$ cat config.mk
export PLATFORM = sky130hd
export DESIGN_NAME = phase_sweep_edge_calibrator
export DESIGN_NICKNAME = d
export VERILOG_FILES = /design/src/psec_pkg.sv /design/src/psec_finish.sv /design/src/psec_seq.sv /design/src/phase_sweep_edge_calibrator.sv
export SDC_FILE = /design/constraint.sdc
export NUM_CORES = 1
export LEC_CHECK = 0
export BUFFER_PORTS_ARGS = -buffer_cell sky130_fd_sc_hd__buf_2
export CORE_UTILIZATION = 30
export CTS_CLUSTER_SIZE = 28
export DETAILED_ROUTE_END_ITERATION = 8
export HOLD_SLACK_MARGIN = 0.12
export PLACE_DENSITY_LB_ADDON = 0.08
export SLEW_MARGIN = 20
export SYNTH_ARGS = -nofsm -noshare
export SYNTH_HDL_FRONTEND = slang
export SYNTH_SLANG_ARGS = --single-unit
$ cat constraint.sdc
create_clock -name clock -period 12.6 [get_ports clock]
set_input_delay 1.26 -clock clock [delete_from_list [all_inputs] [get_ports clock]]
set_output_delay 1.26 -clock clock [all_outputs]
set_load 0.05 [all_outputs]
$ cat src/psec_pkg.sv
// ---------------------------------------------------------------------------
// psec_pkg: shared types and constants of the phase sweep edge calibrator
// Request and response layouts, command and status codes, and the fixed
// arithmetic constants of the phase sweep.
// ---------------------------------------------------------------------------
`timescale 1ns / 1ps

package psec_pkg;

   // Field widths fixed by the request and response formats
   localparam int unsigned PHASE_FIELD_W = 11;
   localparam int unsigned GEN_FIELD_W   = 8;
   localparam int unsigned COUNT_W       = 16;
   localparam int unsigned TAG_W         = 22;
   localparam int unsigned FRAC_W        = 14;
   localparam int unsigned ABS_W         = 21;
   localparam int unsigned DELTA_W       = 23;
   localparam int unsigned REQ_DATA_W    = 64;
   localparam int unsigned RSP_DATA_W    = 48;

   // Sweep constants, in shifter steps (56 steps per 800 ps period)
   localparam int unsigned STEPS_PER_PERIOD = 56;
   localparam int unsigned QUARTER_STEPS    = STEPS_PER_PERIOD / 4;
   localparam int unsigned PHASE_LIMIT      = 21 * STEPS_PER_PERIOD;
   localparam int unsigned WRAP_QUARTERS    = (20 * STEPS_PER_PERIOD) / QUARTER_STEPS;
   localparam logic [COUNT_W-1:0] SAMPLES_DEFAULT = 16'd10240;

   // Divide by 14 as multiply by reciprocal; exact for any 16-bit dividend
   localparam int unsigned DIV_IN_W   = 16;
   localparam int unsigned DIV_SHIFT  = 20;
   localparam logic [16:0] DIV_MULT   = 17'd74899;

   typedef enum logic [1:0] {
      CMD_NONE    = 2'd0,
      CMD_RESET   = 2'd1,
      CMD_RELEASE = 2'd2,
      CMD_SHIFT   = 2'd3
   } command_type;

   typedef enum logic [1:0] {
      STAT_IDLE     = 2'd0,
      STAT_SWEEPING = 2'd1,
      STAT_DONE     = 2'd2,
      STAT_ERROR    = 2'd3
   } status_type;

   typedef enum logic [0:0] {
      OP_POLL  = 1'b0,
      OP_START = 1'b1
   } opcode_type;

   // One request as held in the input register
   typedef struct packed {
      opcode_type               opcode;
      logic                     locked;
      logic [PHASE_FIELD_W-1:0] shift_phase;
      logic [GEN_FIELD_W-1:0]   result_generation;
      logic [COUNT_W-1:0]       result_value;
      logic [TAG_W-1:0]         tag_reference;
   } request_type;

   // One response as held in the output register
   typedef struct packed {
      command_type        command;
      status_type         status;
      logic [ABS_W-1:0]   absolute_phase;
      logic [DELTA_W-1:0] tag_delta;
   } response_type;

   // Picoseconds within a 200 ps quarter for a phase remainder mod 14:
   // floor(r * 800 / 56)
   function automatic logic [7:0] quarter_ps(input logic [3:0] r);
      logic [7:0] ps;
      unique case (r)
         4'd0:    ps = 8'd0;
         4'd1:    ps = 8'd14;
         4'd2:    ps = 8'd28;
         4'd3:    ps = 8'd42;
         4'd4:    ps = 8'd57;
         4'd5:    ps = 8'd71;
         4'd6:    ps = 8'd85;
         4'd7:    ps = 8'd100;
         4'd8:    ps = 8'd114;
         4'd9:    ps = 8'd128;
         4'd10:   ps = 8'd142;
         4'd11:   ps = 8'd157;
         4'd12:   ps = 8'd171;
         4'd13:   ps = 8'd185;
         default: ps = 8'd0;
      endcase
      return ps;
   endfunction

endpackage

$ cat src/psec_finish.sv
// ---------------------------------------------------------------------------
// psec_finish: edge phase arithmetic
// Averages the last zero phase and the first full phase, applies the
// quarter-period skew rule and wrap, and forms absolute phase and tag delta.
// ---------------------------------------------------------------------------
`timescale 1ns / 1ps

module psec_finish
   import psec_pkg::*;
#(
   parameter int unsigned PHASE_WIDTH = 11
) (
   input  logic [PHASE_WIDTH-1:0] zero_phase,
   input  logic [PHASE_WIDTH-1:0] edge_phase,
   input  logic [TAG_W-1:0]       tag_reference,
   output logic [ABS_W-1:0]       absolute_phase,
   output logic [DELTA_W-1:0]     tag_delta
);

   logic [PHASE_WIDTH:0]   phase_sum;
   logic [PHASE_WIDTH-1:0] mid_phase;
   logic [DIV_IN_W-1:0]    mid_ext;
   logic [DIV_IN_W+16:0]   recip_prod;
   logic [PHASE_WIDTH-1:0] quarters;
   logic [DIV_IN_W-1:0]    quarters_x14;
   logic [DIV_IN_W-1:0]    remainder_full;
   logic [7:0]             phase_ps;
   logic [FRAC_W-1:0]      sub_tag;
   logic [FRAC_W+7:0]      tag_prod;
   logic [7:0]             tag_ps;
   logic                   skew_add;
   logic [PHASE_WIDTH-1:0] quarters_adj;
   logic [PHASE_WIDTH-1:0] quarters_fin;

   // Midpoint of the two phases
   assign phase_sum = {1'b0, zero_phase} + {1'b0, edge_phase};
   assign mid_phase = phase_sum[PHASE_WIDTH:1];

   // Quarter index and remainder: divide by 14
   assign mid_ext        = DIV_IN_W'(mid_phase);
   assign recip_prod     = mid_ext * DIV_MULT;
   assign quarters       = PHASE_WIDTH'(recip_prod >> DIV_SHIFT);
   assign quarters_x14   = (DIV_IN_W'(quarters) << 4) - (DIV_IN_W'(quarters) << 1);
   assign remainder_full = mid_ext - quarters_x14;
   assign phase_ps       = quarter_ps(remainder_full[3:0]);

   // Tag position within its 200 ps quarter
   assign sub_tag  = tag_reference[FRAC_W-1:0];
   assign tag_prod = sub_tag * 8'd200;
   assign tag_ps   = tag_prod[FRAC_W+7:FRAC_W];

   // Skew rule adds a quarter; wrap by 20 periods (80 quarters) once
   assign skew_add     = (phase_ps >= tag_ps);
   assign quarters_adj = quarters + PHASE_WIDTH'(skew_add);

   always_comb begin
      if (quarters_adj >= PHASE_WIDTH'(WRAP_QUARTERS)) begin
         quarters_fin = quarters_adj - PHASE_WIDTH'(WRAP_QUARTERS);
      end else begin
         quarters_fin = quarters_adj;
      end
   end

   assign absolute_phase = {quarters_fin[ABS_W-FRAC_W-1:0], sub_tag};
   assign tag_delta      = DELTA_W'(tag_reference) - DELTA_W'(absolute_phase);

endmodule

$ cat src/psec_seq.sv
// ---------------------------------------------------------------------------
// psec_seq: sweep sequencer
// Holds the sweep state and the sample count register, and turns each
// request into one response while updating the state.
// ---------------------------------------------------------------------------
`timescale 1ns / 1ps

module psec_seq
   import psec_pkg::*;
#(
   parameter int unsigned PHASE_WIDTH = 11,
   parameter int unsigned GEN_WIDTH   = 8
) (
   input  logic               clock,
   input  logic               reset,
   input  logic               csr_we,
   input  logic [COUNT_W-1:0] csr_wdata,
   input  logic               step,
   input  request_type        request,
   output response_type       response
);

   typedef enum logic [4:0] {
      MODE_IDLE         = 5'b00001,
      MODE_WAIT_LOCK    = 5'b00010,
      MODE_WAIT_MEASURE = 5'b00100,
      MODE_DONE         = 5'b01000,
      MODE_ERROR        = 5'b10000
   } mode_type;

   mode_type               mode_ff, mode_in;
   logic [COUNT_W-1:0]     sample_count_ff;
   logic [PHASE_WIDTH-1:0] zero_phase_ff, zero_phase_in;
   logic                   zero_seen_ff, zero_seen_in;
   logic [GEN_WIDTH-1:0]   gen_seen_ff, gen_seen_in;
   logic [ABS_W-1:0]       phase_result_ff, phase_result_in;
   logic [DELTA_W-1:0]     delta_result_ff, delta_result_in;

   logic [PHASE_WIDTH-1:0] phase;
   logic [15:0]            gen_ext;
   logic [GEN_WIDTH-1:0]   gen;
   logic                   count_zero;
   logic [PHASE_WIDTH-1:0] zero_phase_upd;
   logic                   zero_seen_upd;
   logic [ABS_W-1:0]       fin_abs;
   logic [DELTA_W-1:0]     fin_delta;
   command_type            command;
   status_type             status;

   // Only the low PHASE_WIDTH / GEN_WIDTH bits of the fields count
   assign phase   = PHASE_WIDTH'(request.shift_phase);
   assign gen_ext = 16'(request.result_generation);
   assign gen     = gen_ext[GEN_WIDTH-1:0];

   // A zero count is recorded before the full-count check
   assign count_zero     = (request.result_value == '0);
   assign zero_phase_upd = count_zero ? phase : zero_phase_ff;
   assign zero_seen_upd  = zero_seen_ff | count_zero;

   psec_finish #(
      .PHASE_WIDTH (PHASE_WIDTH)
   ) u_finish (
      .zero_phase     (zero_phase_upd),
      .edge_phase     (phase),
      .tag_reference  (request.tag_reference),
      .absolute_phase (fin_abs),
      .tag_delta      (fin_delta)
   );

   // Next state and command for one request
   always_comb begin
      mode_in         = mode_ff;
      zero_phase_in   = zero_phase_ff;
      zero_seen_in    = zero_seen_ff;
      gen_seen_in     = gen_seen_ff;
      phase_result_in = phase_result_ff;
      delta_result_in = delta_result_ff;
      command         = CMD_NONE;
      if (request.opcode == OP_START) begin
         command         = CMD_RESET;
         zero_phase_in   = '0;
         zero_seen_in    = 1'b0;
         phase_result_in = '0;
         delta_result_in = '0;
         mode_in         = MODE_WAIT_LOCK;
      end else begin
         unique case (mode_ff)
            MODE_WAIT_LOCK: begin
               command = CMD_RELEASE;
               if (request.locked) begin
                  gen_seen_in = gen;
                  mode_in     = MODE_WAIT_MEASURE;
               end
            end
            MODE_WAIT_MEASURE: begin
               if (gen != gen_seen_ff) begin
                  zero_phase_in = zero_phase_upd;
                  zero_seen_in  = zero_seen_upd;
                  if (request.result_value >= sample_count_ff && zero_seen_upd) begin
                     phase_result_in = fin_abs;
                     delta_result_in = fin_delta;
                     mode_in         = MODE_DONE;
                  end else if (phase == PHASE_WIDTH'(PHASE_LIMIT)) begin
                     mode_in = MODE_ERROR;
                  end else begin
                     command = CMD_SHIFT;
                     mode_in = MODE_WAIT_LOCK;
                  end
               end
            end
            MODE_IDLE, MODE_DONE, MODE_ERROR: begin
               command = CMD_NONE;
            end
            default: begin
               command = CMD_NONE;
            end
         endcase
      end
   end

   // Status follows the mode after this request
   always_comb begin
      unique case (mode_in)
         MODE_IDLE:  status = STAT_IDLE;
         MODE_DONE:  status = STAT_DONE;
         MODE_ERROR: status = STAT_ERROR;
         default:    status = STAT_SWEEPING;
      endcase
   end

   always_comb begin
      response.command = command;
      response.status  = status;
      if (status == STAT_DONE) begin
         response.absolute_phase = phase_result_in;
         response.tag_delta      = delta_result_in;
      end else begin
         response.absolute_phase = '0;
         response.tag_delta      = '0;
      end
   end

   // Sample count register
   always_ff @(posedge clock) begin
      if (reset) begin
         sample_count_ff <= SAMPLES_DEFAULT;
      end else if (csr_we) begin
         sample_count_ff <= csr_wdata;
      end
   end

   // Sweep state
   always_ff @(posedge clock) begin
      if (reset) begin
         mode_ff         <= MODE_IDLE;
         zero_phase_ff   <= '0;
         zero_seen_ff    <= 1'b0;
         gen_seen_ff     <= '0;
         phase_result_ff <= '0;
         delta_result_ff <= '0;
      end else if (step) begin
         mode_ff         <= mode_in;
         zero_phase_ff   <= zero_phase_in;
         zero_seen_ff    <= zero_seen_in;
         gen_seen_ff     <= gen_seen_in;
         phase_result_ff <= phase_result_in;
         delta_result_ff <= delta_result_in;
      end
   end

   // A start always answers reset-shifter while sweeping
   a_start_resets: assert property (@(posedge clock) disable iff (reset)
      step && request.opcode == OP_START |->
         response.command == CMD_RESET && response.status == STAT_SWEEPING)
      else $error("start request did not restart the sweep");

   // Leaving done or error takes a start
   a_done_holds: assert property (@(posedge clock) disable iff (reset)
      step && request.opcode == OP_POLL && (mode_ff == MODE_DONE || mode_ff == MODE_ERROR)
         |=> mode_ff == $past(mode_ff))
      else $error("poll changed a finished sweep");

   // A finished sweep never has a pending zero record missing
   a_done_needs_zero: assert property (@(posedge clock) disable iff (reset)
      mode_ff == MODE_DONE |-> zero_seen_ff)
      else $error("sweep done without a recorded zero phase");

endmodule

$ cat src/phase_sweep_edge_calibrator.sv
// ---------------------------------------------------------------------------
// phase_sweep_edge_calibrator: phase sweep edge calibrator top level
// Input register, sweep sequencer and output register on stream channels.
// ---------------------------------------------------------------------------
// Each request is a start or a poll snapshot of the phase shifter and its
// sample counter; each request yields exactly one response with the shifter
// command, the sweep status and, once done, the absolute phase and tag
// delta. A request is held in the input register, and its response is then
// written into the output register and offered from there; while the output
// register is stalled the request waits in the input register. One request
// per clock is sustained while the response side keeps up: the sequencer
// updates its state as each request is stepped. The sample count
// register is written through csr_we / csr_wdata and takes effect on the
// next request.
`timescale 1ns / 1ps

module phase_sweep_edge_calibrator
   import psec_pkg::*;
#(
   parameter int unsigned PHASE_WIDTH = 11,
   parameter int unsigned GEN_WIDTH   = 8
) (
   input  logic                  clock,
   input  logic                  reset,
   // Request channel
   input  logic                  req_tvalid,
   output logic                  req_tready,
   // [0] locked, [11:1] shift_phase, [19:12] result_generation,
   // [35:20] result_value, [57:36] tag_reference, [63:58] zero
   input  logic [REQ_DATA_W-1:0] req_tdata,
   // [0] opcode
   input  logic                  req_tuser,
   // Response channel
   output logic                  rsp_tvalid,
   input  logic                  rsp_tready,
   // [1:0] command, [3:2] status, [24:4] absolute_phase, [47:25] tag_delta
   output logic [RSP_DATA_W-1:0] rsp_tdata,
   // Configuration
   input  logic                  csr_we,
   input  logic [COUNT_W-1:0]    csr_wdata
);

   logic         in_valid_ff;
   request_type  in_req_ff;
   logic         out_valid_ff;
   response_type out_rsp_ff;
   logic         advance;
   logic         step;
   request_type  req_unpacked;
   response_type seq_rsp;

   // Pipeline moves when the output register is free or being drained
   assign advance    = !out_valid_ff || rsp_tready;
   assign req_tready = !in_valid_ff || advance;
   assign step       = in_valid_ff && advance;

   always_comb begin
      req_unpacked.opcode            = opcode_type'(req_tuser);
      req_unpacked.locked            = req_tdata[0];
      req_unpacked.shift_phase       = req_tdata[11:1];
      req_unpacked.result_generation = req_tdata[19:12];
      req_unpacked.result_value      = req_tdata[35:20];
      req_unpacked.tag_reference     = req_tdata[57:36];
   end

   // Input register
   always_ff @(posedge clock) begin
      if (reset) begin
         in_valid_ff <= 1'b0;
      end else if (req_tready) begin
         in_valid_ff <= req_tvalid;
      end
   end

   always_ff @(posedge clock) begin
      if (req_tvalid && req_tready) begin
         in_req_ff <= req_unpacked;
      end
   end

   psec_seq #(
      .PHASE_WIDTH (PHASE_WIDTH),
      .GEN_WIDTH   (GEN_WIDTH)
   ) u_seq (
      .clock     (clock),
      .reset     (reset),
      .csr_we    (csr_we),
      .csr_wdata (csr_wdata),
      .step      (step),
      .request   (in_req_ff),
      .response  (seq_rsp)
   );

   // Output register
   always_ff @(posedge clock) begin
      if (reset) begin
         out_valid_ff <= 1'b0;
      end else if (advance) begin
         out_valid_ff <= in_valid_ff;
      end
   end

   always_ff @(posedge clock) begin
      if (step) begin
         out_rsp_ff <= seq_rsp;
      end
   end

   assign rsp_tvalid = out_valid_ff;
   assign rsp_tdata  = {out_rsp_ff.tag_delta, out_rsp_ff.absolute_phase,
                        out_rsp_ff.status, out_rsp_ff.command};

   // A request waiting on a stalled output is kept
   a_in_kept: assert property (@(posedge clock) disable iff (reset)
      in_valid_ff && !advance |=> in_valid_ff)
      else $error("request lost in input register");

   // Every processed request lands in the output register
   a_step_lands: assert property (@(posedge clock) disable iff (reset)
      step |=> out_valid_ff)
      else $error("processed request produced no response");

   // Results are only shown while done
   a_results_done_only: assert property (@(posedge clock) disable iff (reset)
      out_valid_ff && out_rsp_ff.status != STAT_DONE |->
         out_rsp_ff.absolute_phase == '0 && out_rsp_ff.tag_delta == '0)
      else $error("results shown outside done status");

endmodule

==> flow_summary.toml, run 1 <==
[outcome]
violations = "negative setup slack"
outcome = "finished with violations"

[hold_path]
hold_path.class = "flip-flop to flip-flop"
min_from = "u_seq.zero_phase_ff[7]$_SDFFE_PP0P_"
hold_depth = 2
hold_path_end = "u_seq.zero_phase_ff[7]$_SDFFE_PP0P_"

[synthesis]
synth-compound-area-share = 0.115
ys_ff_latch = 194
avgSynthCellArea_um2 = 10.2
synth.yosys.seq_area_share = 0.390
synthAdderAreaFrac = 0.224
synth_area_leaders = "edfxtp_1 25%, ha_1 18%, dfxtp_1 14%, fa_1 4.6%, mux2i_1 3.9%"
synth_flop_cell = "edfxtp_1"
synthMuxAreaShare = 0.0429
synth_edf_count = 107
syn-cell-area_um2 = 12700
ys_warn_count = 0
synth_cells = 1246
synth-xor-area-share = 0.0294
synthSimpleGateAreaFrac = 0.145
synth_top_family_by_area = "adder cells"
synth_top_area_frac = 0.253
yosysUniqueCellTypes = 85
yosysTopAreaCell = "edfxtp_1"
syn-num-nets = 1542
async_flop_share = 0

[final_layout]
stdcell_count = 2093
diodes = 0
layout-drive-gt1-share = 0.299
nets = 1837
area_growth_pct = 29.5
fillers = 4209

[detailed_routing]
ant_nets = 0
drtIter0Drc = 363
wire_per_inst_um = 14.9
routed_wl_um = 31100
vias_per_cell = 4.64
drt_pass1_iterations = 5
via_count = 9715
drc = 0

[cts]
insertion_delay_ns = 0.45
cts_buffers = 17
clockRootBuffer = "clkbuf_16"
cts_buffer_depth = 2
cts_tree = "yes"
cts.clk_slew.worst_paths_ns = 0.07
cts_max_level = 4
clock-sinks = 194

[worst_setup_path]
cp-start-kind = "flip-flop"
crit_type = "flip-flop to flip-flop"
worst_r2r_startpoint = "in_req_ff[36]$_DFFE_PP_"
required_ns = 12.79
worstReg2RegEnd = "rsp_tdata[46]$_SDFFCE_PP0P_"
ff2ff_path_depth = 72
slowest_stage = "fa_1"
cp-end-kind = "flip-flop"
slowest_delay_ns = 0.54
rrSetupSlack_ns = -0.14
path_max_fanout = 4
arrival_ns = 12.92

[timing]
max_freq_mhz = 78.5
finalSetupTns_ns = -0.489
hold_viol_final = 0
hold_ws_ns = 0.455
post-route-period-util = 1.01
worstMarginPinSlew_ns = 0.939
slew_violations = 0
max_slew_margin = 0.370
layout_setup_ws_ns = -0.136
finalClockSkew_ns = 0.0127
setup_viol = 6
fin_crit_ns = 12.74
rsz0062_at_grt = "true"

[global_routing]
antenna_found_initial = 1
grt_max_degree = 68
overflow = 0
grt_first_pass_wirelength_um = 50800
grt_pass1_vias = 9681
grt_usage = 0.148

[floorplan]
initial_core_util = 0.304
io-pin-count = 136
core-area_um2 = 41900
rows = 75
die_h_um = 208
die_w_um = 208
die_area_um2 = 43200

[placed_design]
dp_hpwl_um = 23400
place_ws_ns = -0.951
placedCellCount = 2034
io_buffer_count = 129
gp_congestion = 0.778

[flow_run]
cap_viol_max_count = 0

[power_and_ir_drop]
p_leak_uw = 0.00727
total_power_uw = 2690
power_density_nw_per_um2 = 163
ir_drop_mv = 0.0915
-- cell usage after synthesis, types with 4 or more instances --
library cell,instances
buf_1,4
nor3_1,16
o21ai_1,5
nand3b_1,5
a211oi_1,8
fa_1,29
nor4_1,9
and3_1,19
nor3b_1,19
a22oi_1,25
nand2b_1,16
nor2_1,130
nand2_1,68
or3_1,4
clkbuf_1,31
o21ai_0,33
a21o_1,18
ha_1,181
a21oi_1,57
o211ai_1,5
xnor2_1,20
nand4_1,10
xor2_1,19
dfxtp_1,87
nand3_1,26
nor2b_1,15
mux2i_1,50
and2_1,8
edfxtp_1,107
inv_1,130
nand4b_1,5
o21a_1,10
-- flip-flops by register name, summed over array words and instances, names as in the netlist --
signal and count:
in_req_ff 59, rsp_tdata 48, u_seq.delta_result_ff 23, u_seq.phase_result_ff 21, u_seq.sample_count_ff 16, u_seq.zero_phase_ff 11
u_seq.gen_seen_ff 8, u_seq.mode_ff 5, in_valid_ff 1, rsp_tvalid 1, u_seq.zero_seen_ff 1
-- cell families after synthesis --
group | Yosys count
flops | 194
simple gates | 365
xor+xnor | 41
mux | 53
compound gates | 210
fa+ha+maj | 210
buf+inv | 173
-- cells in the final DEF (no fill, tap or decap), drive strengths merged, types with 39 or more instances in the layout --
cell type / instances
edfxtp: 107
o21ai: 39
a21oi: 59
nand2: 68
nor2: 132
mux2i: 50
buf: 318
inv: 137
dfxtp: 87
ha: 181
-- per-layer routing --
metal  global-route usage  wire (µm)
met5                    0         16
met4               0.0330        244
met3               0.0245        773
met2                0.245      14600
met1                0.202      15500
-- stage by stage --
| step | instance area [µm²] | utilization |
|---|---|---|
| after floorplan | 12900 | - |
| after global placement | 15200 | 0.364 |
| after global routing | 16500 | 0.393 |
| after detailed placement | 15200 | 0.364 |
| final | 16500 | 0.393 |
| after CTS | 16100 | 0.385 |
-- how the worst max path moves through the flow --
| stage | startpoint | to | slack (ns) | cells after the start |
|---|---|---|---|---|
| 2_1_floorplan | in_req_ff[28]$_DFFE_PP_ | rsp_tdata[46]$_SDFFCE_PP0P_ | 0.009 | 74 |
| 3_5_place_dp | in_req_ff[37]$_DFFE_PP_ | u_seq.delta_result_ff[22]$_SDFFE_PP0P_ | -0.95 | 77 |
| 5_1_grt | in_req_ff[23]$_DFFE_PP_ | rsp_tdata[46]$_SDFFCE_PP0P_ | -1.01 | 74 |
| 4_1_cts | in_req_ff[32]$_DFFE_PP_ | u_seq.delta_result_ff[22]$_SDFFE_PP0P_ | -0.52 | 76 |
| 6_report | in_req_ff[36]$_DFFE_PP_ | rsp_tdata[46]$_SDFFCE_PP0P_ | -0.14 | 72 |
| 3_3_place_gp | in_req_ff[37]$_DFFE_PP_ | u_seq.delta_result_ff[22]$_SDFFE_PP0P_ | -0.91 | 77 |
-- final cells by class --
cell class / instances / area, µm² / share of cell area
Inverter: 131 / 492 / 0.0299
Multi-Input combinational cell: 879 / 7650 / 0.465
Timing Repair Buffer: 318 / 2090 / 0.127
Clock inverter: 13 / 140 / 0.00852
Clock buffer: 19 / 454 / 0.0276
Tap cell: 539 / 674 / 0.0410
Sequential cell: 194 / 4950 / 0.301
-- timing repair --
| action | in CTS | in global routing |
|---|---|---|
| pin swaps | 69 | 58 |
| setup buffers | 17 | 12 |
| setup endpoints to repair | 12 | 16 |
| resized for setup | 50 | 40 |
| hold buffers | 0 | 0 |
-- worst max-delay path: cells and delay by family, from the launching register on --
kind	cells	cell delay, ns
fa+ha+maj	14	4.07
compound gates	24	4.03
simple gates	16	1.76
buf+inv	11	1.09
xor+xnor	6	0.94
flops	1	0.40
mux	1	0.15
-- power by group --
part	internal [µW]	leakage, µW	switching, µW
clock network	292	0.000286	264
registers	691	0.00170	16.6
logic	724	0.00528	701
total	1710	0.00727	982
(Power assumes the default switching activity.)
==> run 2, diff against run 1 <==
--- a/config.mk
+++ b/config.mk
@@ -11,6 +11,7 @@
 export DETAILED_ROUTE_END_ITERATION = 8
 export HOLD_SLACK_MARGIN = 0.12
 export PLACE_DENSITY_LB_ADDON = 0.08
+export RECOVER_POWER = 50
 export SLEW_MARGIN = 20
 export SYNTH_ARGS = -nofsm -noshare
 export SYNTH_HDL_FRONTEND = slang
==> flow_summary.toml, run 2 (synthesis gave the netlist of run 1 again) <==
[cts]
clockRootBuffer = "clkbuf_16"
cts-hold-fix-buffers = 0
insertion_delay_ns = 0.45
cts_max_level = 4
cts_buffers = 17
cts_buffer_depth = 2
cts_tree = "yes"
clock-sinks = 194
cts.clk_slew.worst_paths_ns = 0.07

[global_routing]
grt_max_degree = 68
grt_first_pass_wirelength_um = 50800
grt_pass1_vias = 9681
antenna_found_initial = 1
grt_usage = 0.148
overflow = 0

[final_layout]
final_common_cell = "buf_4"
area_growth_pct = 28.8
nets = 1837
final_cell_mix = "181 x buf_4, 164 x ha_1, 126 x inv_1"
design_area_um2 = 16400
diodes = 0
largest_register_ffs = 59
regMostFlops = "in_req_ff"
layout-drive-gt1-share = 0.257

[timing]
max_freq_mhz = 78.6
fin_crit_ns = 12.73
slew_violations = 77
finalSetupTns_ns = -0.441
layout_setup_ws_ns = -0.127
hold_viol_final = 0
post-route-period-util = 1.01
worstMarginPinSlew_ns = 3.12
setup_viol = 6
finalClockSkew_ns = 0.0126
rsz0062_at_grt = "true"
max_slew_margin = -1.08

[worst_setup_path]
worstReg2RegEnd = "rsp_tdata[46]$_SDFFCE_PP0P_"
slowest_stage = "fa_1"
slowest_delay_ns = 0.54
path_max_fanout = 4
required_ns = 12.79
ff2ff_path_depth = 72
worstSetupStartpoint = "in_req_ff[36]$_DFFE_PP_"
cp-start-kind = "flip-flop"
setup.worst_path.end = "rsp_tdata[46]$_SDFFCE_PP0P_"
cp-end-kind = "flip-flop"
crit_type = "flip-flop to flip-flop"
worst_r2r_startpoint = "in_req_ff[36]$_DFFE_PP_"
rrSetupSlack_ns = -0.13
arrival_ns = 12.92

[placed_design]
gp_congestion = 0.778
io_buffer_count = 129
postPlaceCellArea_um2 = 15200
dp_hpwl_um = 23400

[floorplan]
core-area_um2 = 41900
die_h_um = 208
die_area_um2 = 43200
rows = 75
initial_core_util = 0.304
die_w_um = 208
io-pin-count = 136

[detailed_routing]
ant_nets = 0
drtIter0Drc = 343
vias_per_cell = 4.65
drc = 0
routed_wl_um = 31300
drt_pass1_iterations = 5
via_count = 9728
wire_per_inst_um = 14.9

[power_and_ir_drop]
p_leak_uw = 0.00711
power_density_nw_per_um2 = 164
ir_drop_mv = 0.0915

[hold_path]
min_from = "u_seq.zero_phase_ff[7]$_SDFFE_PP0P_"
hold_path.class = "flip-flop to flip-flop"

[outcome]
violations = "max-capacitance violations, max-slew violations, negative setup slack"
outcome = "finished with violations"

[flow_run]
cap_viol_max_count = 2
## run 2: cell count changes in the layout (fill, tap and decap cells not counted)
cell | before | now
and2_0 | 0 | 1
and2_2 | 2 | 1
buf_2 | 129 | 69
buf_4 | 183 | 181
clkbuf_1 | 1 | 63
inv_1 | 125 | 126
inv_2 | 6 | 5
## run 2: critical path, delay by kind of cell, from the launching register on
kind,cells,cell delay [ns]
buf+inv,11,1.09
simple gates,16,1.76
xor+xnor,6,0.94
fa+ha+maj,14,4.07
flops,1,0.40
mux,1,0.15
compound gates,24,4.02
## run 2: worst min path at each step
stage	endpoint	slack, ns	cells after the start
3_5_place_dp	u_seq.zero_phase_ff[6]$_SDFFE_PP0P_	0.44	2
5_1_grt	u_seq.zero_phase_ff[3]$_SDFFE_PP0P_	0.47	2
6_report	u_seq.zero_phase_ff[7]$_SDFFE_PP0P_	0.46	2
2_1_floorplan	u_seq.delta_result_ff[22]$_SDFFE_PP0P_	0.43	2
4_1_cts	u_seq.zero_phase_ff[6]$_SDFFE_PP0P_	0.46	2
3_3_place_gp	u_seq.zero_phase_ff[3]$_SDFFE_PP0P_	0.44	2
## run 2: final cells by class
type	count	area, µm²
timing repair buffer	318	2000
tap	539	674
clock inverter	13	140
clock buffer	19	454
fill	4251	25500
multi-input combinational	879	7650
inverter	131	492
sequential	194	4950
## run 2: what timing repair did
item	4_1_cts	5_1_grt
endpoints found under the setup margin	12	16
gates resized for setup	50	40
cloned	0	0
setup buffers	17	12
pin swaps	69	58
## run 2: metal layers
layer,track usage,wire (µm),vias to the layer above
met5,0,16,-
met4,0.0330,244,2
met3,0.0245,754,14
met2,0.245,14600,122
met1,0.202,15600,4600
li1,-,-,4990
## run 2: power by group
| part | leakage, µW | switching, µW | internal, µW |
|---|---|---|---|
| sequential | 0.00170 | 16.8 | 692 |
| combinational | 0.00512 | 702 | 721 |
| clock | 0.000286 | 265 | 292 |
| total | 0.00711 | 984 | 1700 |
## run 2: stage by stage
stage	hold slack (ns)	cells	utilization	setup slack (ns)	power [µW]
after global placement	0.439	2034	0.364	-0.914	1960
after floorplan	0.431	1246	-	0.00898	1540
final	0.455	2093	0.391	-0.127	2690
after global routing	0.469	2093	0.391	-1.01	2910
after detailed placement	0.445	2034	0.364	-0.951	1970
after CTS	0.456	2082	0.385	-0.522	2620
==> run 3, diff against run 2 <==
--- a/config.mk
+++ b/config.mk
@@ -6,6 +6,7 @@
 export NUM_CORES = 1
 export LEC_CHECK = 0
 export BUFFER_PORTS_ARGS = -buffer_cell sky130_fd_sc_hd__buf_2
+export CORE_MARGIN = 2
 export CORE_UTILIZATION = 30
 export CTS_CLUSTER_SIZE = 28
 export DETAILED_ROUTE_END_ITERATION = 8
==> flow_summary.toml, run 3 (synthesis gave the netlist of run 1 again) <==
[worst_setup_path]
critPathTopFamily = "adder cells"
slowest_stage = "or4b_4"
cp-start-kind = "flip-flop"
arrival_ns = 13.14
required_ns = 12.96
cp-end-kind = "flip-flop"
crit_type = "flip-flop to flip-flop"
path_max_fanout = 5
cp.buffers_inverters = 8
slowest_delay_ns = 0.57

[timing]
slew_violations = 80
rsz0062_at_grt = "true"
layout_setup_ws_ns = -0.176
finalClockSkew_ns = 0.0140
worstMarginPinSlew_ns = 3.34
hold_viol_final = 0
post-route-period-util = 1.01
fin_crit_ns = 12.78
max_freq_mhz = 78.3
finalSetupTns_ns = -0.619
setup_viol = 6
max_slew_margin = -1.23

[final_layout]
diodes = 0
fillers = 4283
largest_register_ffs = 59
area_growth_pct = 29.8
final_common_cell = "buf_4"
stdcell_count = 2101
final_cell_mix = "189 x buf_4, 163 x ha_1, 126 x nor2_1"
register_area_um2 = 4950
multi_input_area_um2 = 7720
nets = 1845
regMostFlops = "in_req_ff"
layout-drive-gt1-share = 0.266

[global_routing]
antenna_found_initial = 1
grt_max_degree = 68
grt_pass1_vias = 9563
grt_usage = 0.144
grt_first_pass_wirelength_um = 50000
overflow = 0

[placed_design]
dp_hpwl_um = 23400
place_ws_ns = -0.995
placedCellCount = 2034
io_buffer_count = 129
gp_congestion = 0.774

[detailed_routing]
drc = 0
drt_pass1_iterations = 5
via_count = 9748
ant_nets = 0
routed_wl_um = 31600
vias_per_cell = 4.64
wire_per_inst_um = 15.0
drtIter0Drc = 367

[cts]
clockRootBuffer = "clkbuf_16"
cts-hold-fix-buffers = 0
clock-sinks = 194
cts.clk_slew.worst_paths_ns = 0.07
cts_buffers = 17
cts_tree = "yes"
insertion_delay_ns = 0.45
cts_buffer_depth = 2
cts_max_level = 4

[floorplan]
initial_core_util = 0.304
core-area_um2 = 41900
rows = 75
die_h_um = 210
die_w_um = 210
io-pin-count = 136
die_area_um2 = 44000

[outcome]
violations = "max-capacitance violations, max-slew violations, negative setup slack"
outcome = "finished with violations"

[flow_run]
cap_viol_max_count = 2

[power_and_ir_drop]
power_density_nw_per_um2 = 165
ir_drop_mv = 0.0942
p_leak_uw = 0.00714

[hold_path]
hold_path.class = "flip-flop to flip-flop"
==> run 3: cell types whose count changed in the layout (fill, tap and decap cells not counted), sizes merged <==
| cell | previous run | this run |
|---|---|---|
| buf | 256 | 263 |
| inv | 137 | 136 |
| clkinv | 4 | 6 |
| clkbuf | 81 | 82 |
| clkinvlp | 2 | 1 |
==> run 3: tightest hold or removal path: cells and delay by family, from the launching register on <==
family          cells  cell delay (ns)
compound gates      1             0.05
flops               1             0.31
simple gates        1             0.05
==> run 3: layout make-up <==
type | count | area share
sequential | 194 | 0.300
timing repair buffer | 326 | 0.125
clock buffer | 19 | 0.0269
inverter | 131 | 0.0298
clock inverter | 13 | 0.00865
tap | 539 | 0.0409
multi-input combinational | 879 | 0.468
==> run 3: through the flow <==
step / power [µW] / hold WS (ns) / cell area [µm²] / util
floorplan: 1540 / 0.431 / 12900 / -
global placement: 1970 / 0.439 / 15200 / 0.364
detailed placement: 1970 / 0.444 / 15200 / 0.364
CTS: 2640 / 0.454 / 16200 / 0.388
global route: 2950 / 0.466 / 16500 / 0.394
finish: 2730 / 0.453 / 16500 / 0.394
==> run 3: path summary, 6_finish.rpt <==
| kind | slack [ns] | start | cells past startpoint | to |
|---|---|---|---|---|
| min reg2reg | 0.45 | u_seq.zero_phase_ff[5]$_SDFFE_PP0P_ | 2 | u_seq.zero_phase_ff[5]$_SDFFE_PP0P_ |
| max | -0.18 | in_req_ff[31]$_DFFE_PP_ | 74 | u_seq.delta_result_ff[22]$_SDFFE_PP0P_ |
| max reg2reg | -0.18 | in_req_ff[31]$_DFFE_PP_ | 74 | u_seq.delta_result_ff[22]$_SDFFE_PP0P_ |
| min | 0.45 | u_seq.zero_phase_ff[5]$_SDFFE_PP0P_ | 2 | u_seq.zero_phase_ff[5]$_SDFFE_PP0P_ |
==> run 3: layer usage <==
metal	up-vias	share of wire	GRT usage
li1	5014	-	-
met3	14	0.029	0.0272
met1	4597	0.49	0.193
met4	2	0.0078	0.0281
met5	-	0.00041	0
met2	121	0.47	0.242
==> run 3: repair_timing <==
action | in CTS | in global routing
setup buffers | 22 | 13
endpoints found under the setup margin | 12 | 16
gates resized for setup | 58 | 42
pin swaps | 69 | 70
==> run 3: power breakdown <==
part           switching, µW  internal, µW
Clock                    262           286
Combinational            724           748
Sequential              16.6           692
